`src/assert_macros.svh`:
```
// Concurrent assertion helpers; every user has clk and arst_n in scope.
`ifndef ASSERT_MACROS_SVH
`define ASSERT_MACROS_SVH

// prop must hold at every clock edge outside reset.
`define NIRT_ASSERT(lbl, prop, msg) \
	lbl: assert property (@(posedge clk) disable iff (!arst_n) (prop)) else $error(msg);

// expr must never be true outside reset.
`define NIRT_NEVER(lbl, expr, msg) \
	lbl: assert property (@(posedge clk) disable iff (!arst_n) !(expr)) else $error(msg);

`endif

```
`src/nirt_pkg.sv`:
```
`timescale 1ns / 1ps

package nirt_pkg;

	localparam int UID_W     = 64;
	localparam int ADDR_W    = 8;
	localparam int OUT_CNT_W = 5;

	typedef enum logic [1:0] {
		ST_OK        = 2'd0,
		ST_NOT_FOUND = 2'd1,
		ST_FULL      = 2'd2
	} status_t;

	// control part of the item travelling along the cell row
	typedef struct packed {
		logic valid;
		logic mode;   // 0 lookup, 1 add
		logic done;   // lookup hit or add placed
	} tok_ctl_t;

endpackage

```
`src/nirt_cell.sv`:
```
`timescale 1ns / 1ps

`include "assert_macros.svh"

module nirt_cell #(
	parameter int TABLE_DEPTH = 16,
	parameter int ID_W        = 64,
	parameter int CNT_W       = 5
) (
	input  logic                     clk,
	input  logic                     arst_n,
	input  logic                     adv,
	input  nirt_pkg::tok_ctl_t       ctl_i,
	input  logic [ID_W-1:0]          id_i,
	input  logic [nirt_pkg::ADDR_W-1:0] addr_i,
	input  logic [nirt_pkg::ADDR_W-1:0] found_i,
	input  logic [TABLE_DEPTH-1:0]   used_i,
	input  logic [CNT_W-1:0]         cnt_i,
	output nirt_pkg::tok_ctl_t       ctl_o,
	output logic [ID_W-1:0]          id_o,
	output logic [nirt_pkg::ADDR_W-1:0] addr_o,
	output logic [nirt_pkg::ADDR_W-1:0] found_o,
	output logic [TABLE_DEPTH-1:0]   used_o,
	output logic [CNT_W-1:0]         cnt_o
);
	import nirt_pkg::*;

	// entry held by this cell
	logic              valid_q;
	logic [ID_W-1:0]   id_q;
	logic [ADDR_W-1:0] addr_q;

	// item stage register
	tok_ctl_t          ctl_s1;
	logic [ID_W-1:0]   id_s1;
	logic [ADDR_W-1:0] addr_s1;
	logic [ADDR_W-1:0] found_s1;
	logic [TABLE_DEPTH-1:0] used_s1;
	logic [CNT_W-1:0]  cnt_s1;

	logic              hit;
	logic              place;
	logic              eff_v;
	logic [ADDR_W-1:0] eff_addr;
	tok_ctl_t          ctl_nx;
	logic [ADDR_W-1:0] found_nx;
	logic [TABLE_DEPTH-1:0] used_nx;
	logic [CNT_W-1:0]  cnt_nx;

	always_comb begin
		hit      = valid_q && (id_q == id_i);
		place    = ctl_i.mode && !ctl_i.done && !valid_q;
		eff_v    = valid_q || place;
		eff_addr = place ? addr_i : addr_q;
		ctl_nx       = ctl_i;
		ctl_nx.done  = ctl_i.done || (ctl_i.mode ? place : hit);
		found_nx = (!ctl_i.mode && !ctl_i.done && hit) ? addr_q : found_i;
		for (int j = 0; j < TABLE_DEPTH; j++) begin
			used_nx[j] = used_i[j] || (eff_v && (eff_addr == ADDR_W'(j + 1)));
		end
		cnt_nx = cnt_i + CNT_W'(eff_v);
	end

	always_ff @(posedge clk or negedge arst_n) begin
		if (!arst_n) begin
			valid_q <= 1'b0;
			ctl_s1  <= '0;
		end else if (adv) begin
			ctl_s1 <= ctl_nx;
			if (ctl_i.valid && place) begin
				valid_q <= 1'b1;
			end
		end
	end

	always_ff @(posedge clk) begin
		if (adv) begin
			id_s1       <= id_i;
			addr_s1     <= addr_i;
			found_s1    <= found_nx;
			used_s1     <= used_nx;
			cnt_s1      <= cnt_nx;
			if (ctl_i.valid && place) begin
				id_q   <= id_i;
				addr_q <= addr_i;
			end
		end
	end

	assign ctl_o   = ctl_s1;
	assign id_o    = id_s1;
	assign addr_o  = addr_s1;
	assign found_o = found_s1;
	assign used_o  = used_s1;
	assign cnt_o   = cnt_s1;

	`NIRT_NEVER(a_valid_sticky, $fell(valid_q), "entry valid mark cleared")
	`NIRT_ASSERT(a_write_only_free, (adv && ctl_i.valid && place) |-> !valid_q, "overwrote entry")
	`NIRT_ASSERT(a_hold_on_stall, !adv |=> $stable(ctl_s1), "row moved while stalled")

endmodule

```
`src/node_id_registry_table.sv`:
```
`timescale 1ns / 1ps

// channel | valid     | stall     | fields
// --------+-----------+-----------+------------------------------------------------
// request | req_valid | req_stall | mode, unique_id, node_address
// result  | rsp_valid | rsp_stall | status, found_address, next_free_address,
//         |           |           | entry_count
//
// The result is registered: the item walks the row of cells, one cell per cycle unless
// the row is frozen, then lands in the result register. A new item can enter every
// cycle while req_stall is low.
// Reset clears every entry valid mark and empties the row.
// A stalled result freezes the whole row; req_stall is high while it waits.

`include "assert_macros.svh"

module node_id_registry_table #(
	parameter int TABLE_DEPTH = 16,
	parameter int ID_BYTES    = 8
) (
	input  logic                            clk,
	input  logic                            arst_n,
	input  logic                            req_valid,
	output logic                            req_stall,
	input  logic                            mode,
	input  logic [nirt_pkg::UID_W-1:0]      unique_id,
	input  logic [nirt_pkg::ADDR_W-1:0]     node_address,
	output logic                            rsp_valid,
	input  logic                            rsp_stall,
	output logic [1:0]                      status,
	output logic [nirt_pkg::ADDR_W-1:0]     found_address,
	output logic [nirt_pkg::OUT_CNT_W-1:0]  next_free_address,
	output logic [nirt_pkg::OUT_CNT_W-1:0]  entry_count
);
	import nirt_pkg::*;

	localparam int ID_W  = 8 * ID_BYTES;
	localparam int CNT_W = $clog2(TABLE_DEPTH + 1);
	localparam logic [CNT_W-1:0] DEPTH_CNT = CNT_W'(TABLE_DEPTH);

	tok_ctl_t               ctl_c   [0:TABLE_DEPTH];
	logic [ID_W-1:0]        id_c    [0:TABLE_DEPTH];
	logic [ADDR_W-1:0]      addr_c  [0:TABLE_DEPTH];
	logic [ADDR_W-1:0]      found_c [0:TABLE_DEPTH];
	logic [TABLE_DEPTH-1:0] used_c  [0:TABLE_DEPTH];
	logic [CNT_W-1:0]       cnt_c   [0:TABLE_DEPTH];

	logic                   adv;
	logic                   rsp_valid_q;
	status_t                status_q;
	logic [ADDR_W-1:0]      found_q;
	logic [CNT_W-1:0]       free_q;
	logic [CNT_W-1:0]       cnt_q;
	status_t                status_nx;
	logic [CNT_W-1:0]       free_nx;

	assign adv       = !rsp_valid_q || !rsp_stall;
	assign req_stall = !adv;

	always_comb begin
		ctl_c[0].valid = req_valid;
		ctl_c[0].mode  = mode;
		ctl_c[0].done  = 1'b0;
		id_c[0]        = unique_id[ID_W-1:0];
		addr_c[0]      = node_address;
		found_c[0]     = '0;
		used_c[0]      = '0;
		cnt_c[0]       = '0;
	end

	for (genvar i = 0; i < TABLE_DEPTH; i++) begin : g_cell
		nirt_cell #(
			.TABLE_DEPTH(TABLE_DEPTH),
			.ID_W       (ID_W),
			.CNT_W      (CNT_W)
		) u_cell (
			.clk    (clk),
			.arst_n (arst_n),
			.adv    (adv),
			.ctl_i  (ctl_c[i]),
			.id_i   (id_c[i]),
			.addr_i (addr_c[i]),
			.found_i(found_c[i]),
			.used_i (used_c[i]),
			.cnt_i  (cnt_c[i]),
			.ctl_o  (ctl_c[i+1]),
			.id_o   (id_c[i+1]),
			.addr_o (addr_c[i+1]),
			.found_o(found_c[i+1]),
			.used_o (used_c[i+1]),
			.cnt_o  (cnt_c[i+1])
		);
	end

	always_comb begin
		if (ctl_c[TABLE_DEPTH].done) begin
			status_nx = ST_OK;
		end else if (ctl_c[TABLE_DEPTH].mode) begin
			status_nx = ST_FULL;
		end else begin
			status_nx = ST_NOT_FOUND;
		end
		free_nx = '0;
		for (int j = TABLE_DEPTH - 1; j >= 0; j--) begin
			if (!used_c[TABLE_DEPTH][j]) begin
				free_nx = CNT_W'(j + 1);
			end
		end
	end

	always_ff @(posedge clk or negedge arst_n) begin
		if (!arst_n) begin
			rsp_valid_q <= 1'b0;
		end else if (adv) begin
			rsp_valid_q <= ctl_c[TABLE_DEPTH].valid;
		end
	end

	always_ff @(posedge clk) begin
		if (adv) begin
			status_q <= status_nx;
			found_q  <= found_c[TABLE_DEPTH];
			free_q   <= free_nx;
			cnt_q    <= cnt_c[TABLE_DEPTH];
		end
	end

	assign rsp_valid         = rsp_valid_q;
	assign status            = status_q;
	assign found_address     = found_q;
	assign next_free_address = OUT_CNT_W'(free_q);
	assign entry_count       = OUT_CNT_W'(cnt_q);

	`NIRT_ASSERT(a_cnt_bound, rsp_valid_q |-> (cnt_q <= DEPTH_CNT), "count over depth")
	`NIRT_ASSERT(a_full_cnt, (rsp_valid_q && status_q == ST_FULL) |-> (cnt_q == DEPTH_CNT), "full")
	`NIRT_ASSERT(a_nofree_cnt, (rsp_valid_q && free_q == '0) |-> (cnt_q == DEPTH_CNT), "no free")

endmodule

```
`config.mk`:
```
export PLATFORM = sky130hd
export DESIGN_NAME = node_id_registry_table
export DESIGN_NICKNAME = d
export VERILOG_FILES = /design/src/nirt_pkg.sv /design/src/nirt_cell.sv /design/src/node_id_registry_table.sv
export VERILOG_INCLUDE_DIRS = /design/src /design/src/src
export SDC_FILE = /design/constraint.sdc
export NUM_CORES = 2
export LEC_CHECK = 0
export BUFFER_PORTS_ARGS = -buffer_cell sky130_fd_sc_hd__buf_2
export CORE_UTILIZATION = 63
export DETAILED_ROUTE_END_ITERATION = 12
export PLACE_DENSITY = 0.79
export SLEW_MARGIN = 20
export SYNTH_ARGS = -nofsm -noshare
export SYNTH_HDL_FRONTEND = slang
export SYNTH_HIERARCHICAL = 1
export SYNTH_SLANG_ARGS = --single-unit
```
`constraint.sdc`:
```
create_clock -name clk -period 55.4 [get_ports clk]
set_input_delay 5.54 -clock clk [delete_from_list [all_inputs] [get_ports clk]]
set_output_delay 5.54 -clock clk [all_outputs]
set_load 0.02 [all_outputs]
```
==> run summary <==
The final critical delay including setup and external delays came out at 12.00 ns. TritonCTS built the clock tree. The cell area after synthesis was 105000 um2; the layout-stage area growth over the synthesis result was 11.7%. Headroom to the max-slew limit came out at 33.2%. Total power for the finished layout comes to 6020 uW. The standard cell core area was 165000 um2. The run gives 63.5% as the initial core utilization. The average instance area after synthesis was 18.2 um2; the post-cts hold buffer count was 0. The number of gates resized after CTS was 0.

The share of cells above drive strength 1 came out at 11.3%. In this run the worst setup path terminates at req_stall. The final reports fail on design-rule violations. The logs give 4 for the buffer depth of the longest clock path and 6.46 ns for the worst endpoint data arrival time.

The destination of the worst register-to-register timing path was g_cell[0].u_cell/id_o[18]$_DFFE_PP_. The tools report the reg-to-reg startpoint as rsp_valid$_DFFE_PN0N_. In the routed layout, each cell is associated on average with a via count of 5.65.

Entering global routing, the biggest net connects 225 pins. The cell count after synthesis came out at 5760. The floorplan die height was 410 um; the routed length per instance was 19.1 um. The first routing iteration left 3385 violations. The number of nets with antenna violations after detailed routing is 0. Across all register-to-register paths, the minimum setup slack is 49.90 ns.

The flow ran to the end, but the final reports show violations. Setup violations remaining at the end of the flow were counted as 0. The half-perimeter wire length after detailed placement was 107000 um. The critical path starts at rsp_stall. For the post-layout net count, the log shows 6316. The tools report the clock root buffer as sky130_fd_sc_hd__clkbuf_16. The number of global-route vias before repair came out at 50200. The clock sink count is 2781, and the areal power density over the cells is 51.3 nW/um2. The tools report the wire length of the first global-routing pass as 263000 um. In this run, CTS created clock tree buffers numbering 280. The floorplan step defined a die boundary enclosing 168000 um2. Buffers placed on the I/O ports in this run total 98. The congestion estimate from routability-driven global placement came to 0.866. The total congestion overflow after global routing is 0, and the total detailed-routing wirelength is 164000 um. In this run the horizontal extent of the chip is 410 um.

Setup repair after global routing left no endpoint under its margin. The I/O pin count is 99. For the maximum achievable frequency, the log shows 83.3 MHz. For the count of pins over their slew limit, the log shows 0. The first detailed-routing pass took 11 iterations.

The run gives 6 as the number of warnings reported in the yosys synthesis log. STA classifies the critical path endpoint as a primary output. For the cell row count, the log shows 149. The run gives 0.0380 mV as the maximum vdd ir drop. Startpoint-to-endpoint class of the critical path: input pin to primary output. The setup TNS was 0 ns; the number of max-capacitance violations reported was 0. The highest fanout seen on the critical path was 46.

The antenna diode count came out at 0. The type of the tightest min-delay check is flop to flop. The total number of vias is 48500. Dividing the final minimum period by the clock period gives 21.7%. For the pin with the worst max-slew slack, the measured transition is 1.00 ns.

The clock edge transition at the registers on the reported setup and hold paths works out to 0.06 ns. The clock reaches the later pin of the worst-skew pair after 0.90 ns. The worst reg-to-reg path cell count was 8; the DRC violations left was 10. The number of endpoints with negative hold slack in the final report is 0. Required arrival time at the worst endpoint: 49.86 ns. In this run the number of H-tree levels came out at 5.

The post-CTS setup-driven buffer insertion count is 0. The number of antenna violations at the first check in global routing came out at 0. The final setup skew came out at 0.0421 ns. STA classifies the critical path startpoint as an input pin. Global routing usage summed across all routing layers: 19.7%. The analysis attributes to cell leakage a power of 0.0385 uW.
power breakdown:
part           switching [uW]  internal, uW  total, uW  leakage, uW
sequential                405          3120       3530       0.0268
combinational             403           339        741      0.00750
clock                     720          1030       1750      0.00415
total                    1530          4490       6020       0.0385
flip-flops by register name, summed over array words and instances (netlist names), 2 cells and up:
signal and count:
g_cell.u_cell/found_o 128, g_cell.u_cell/cnt_o 80, g_cell.u_cell/addr_o 120, g_cell.u_cell/id_q 1024, found_address 8, g_cell.u_cell/used_o 256, g_cell.u_cell/ctl_o 48, g_cell.u_cell/valid_q 16
entry_count 5, g_cell.u_cell/id_o 960, g_cell.u_cell/addr_q 128, next_free_address 5, status 2
worst max-delay path, cell delays in order:
cell                      delay (ns)
sky130_fd_sc_hd__buf_2          0.12
sky130_fd_sc_hd__nand2_4        0.46
sky130_fd_sc_hd__inv_1          0.11
sky130_fd_sc_hd__buf_2          0.19
stage by stage:
stage / setup slack (ns) / area [um2] / hold slack [ns] / util, % / cells
global placement: 43.34 / 109000 / 0.401 / 65.8 / 8111
detailed placement: 43.36 / 109000 / 0.405 / 65.8 / 8111
finish: 43.40 / 117000 / 0.416 / 71.0 / 8591
CTS: 43.35 / 117000 / 0.418 / 70.9 / 8588
floorplan: 4.66 / 105000 / 0.400 / - / 5795
global route: 43.29 / 117000 / 0.427 / 71.0 / 8591
cell usage in the layout, fill, tap and decap left out, types with 32 or more instances in the layout:
cell type,n
sky130_fd_sc_hd__clkinv_2,39
sky130_fd_sc_hd__a2111o_1,62
sky130_fd_sc_hd__buf_4,41
sky130_fd_sc_hd__xor2_1,54
sky130_fd_sc_hd__nor3b_1,77
sky130_fd_sc_hd__clkbuf_1,66
sky130_fd_sc_hd__o2111ai_1,48
sky130_fd_sc_hd__nand4_1,179
sky130_fd_sc_hd__dfrtp_1,65
sky130_fd_sc_hd__clkinv_1,50
sky130_fd_sc_hd__ha_1,32
sky130_fd_sc_hd__inv_1,232
sky130_fd_sc_hd__mux2_2,145
sky130_fd_sc_hd__clkbuf_16,290
sky130_fd_sc_hd__nor2_1,52
sky130_fd_sc_hd__o22ai_1,65
sky130_fd_sc_hd__nand2b_1,176
sky130_fd_sc_hd__buf_2,97
sky130_fd_sc_hd__nor3_1,65
sky130_fd_sc_hd__edfxtp_1,2716
sky130_fd_sc_hd__o21bai_1,255
sky130_fd_sc_hd__nand3_1,84
sky130_fd_sc_hd__nor4_1,81
sky130_fd_sc_hd__nand2_1,86
sky130_fd_sc_hd__conb_1,36
sky130_fd_sc_hd__xnor2_1,683
sky130_fd_sc_hd__mux2i_1,32
sky130_fd_sc_hd__o21ai_0,111
sky130_fd_sc_hd__nor2b_1,220
cell type report:
type	instances	area, um2
clock inverters	118	956
fillers	9297	47900
flip-flops and latches	2781	83200
clock buffers	359	7550
repair buffers	146	967
well taps	2189	2740
inverters	232	871
multi-input cells	2766	21000
metal layers:
| metal | global-route usage, % | wire length [um] | vias to the layer above |
|---|---|---|---|
| met4 | 8.92 | 6870 | 0 |
| met5 | 0 | 0 | - |
| li1 | - | - | 23100 |
| met2 | 35.1 | 85700 | 1060 |
| met1 | 23.7 | 66200 | 23900 |
| met3 | 3.00 | 5500 | 420 |
worst min path at each step:
stage	from	end	slack (ns)	cells past startpoint
finish	g_cell[15].u_cell/found_o[0]$_DFFE_PP_	found_address[0]$_DFFE_PN_	0.42	0
global route	g_cell[15].u_cell/cnt_o[2]$_DFFE_PP_	entry_count[2]$_DFFE_PN_	0.43	0
CTS	g_cell[15].u_cell/cnt_o[1]$_DFFE_PP_	entry_count[1]$_DFFE_PN_	0.42	0
detailed placement	g_cell[15].u_cell/cnt_o[1]$_DFFE_PP_	entry_count[1]$_DFFE_PN_	0.40	0
global placement	g_cell[15].u_cell/found_o[5]$_DFFE_PP_	found_address[5]$_DFFE_PN_	0.40	0
floorplan	g_cell[15].u_cell/cnt_o[0]$_DFFE_PP_	entry_count[0]$_DFFE_PN_	0.40	0
Note: power is estimated with default switching activity, not from simulation.
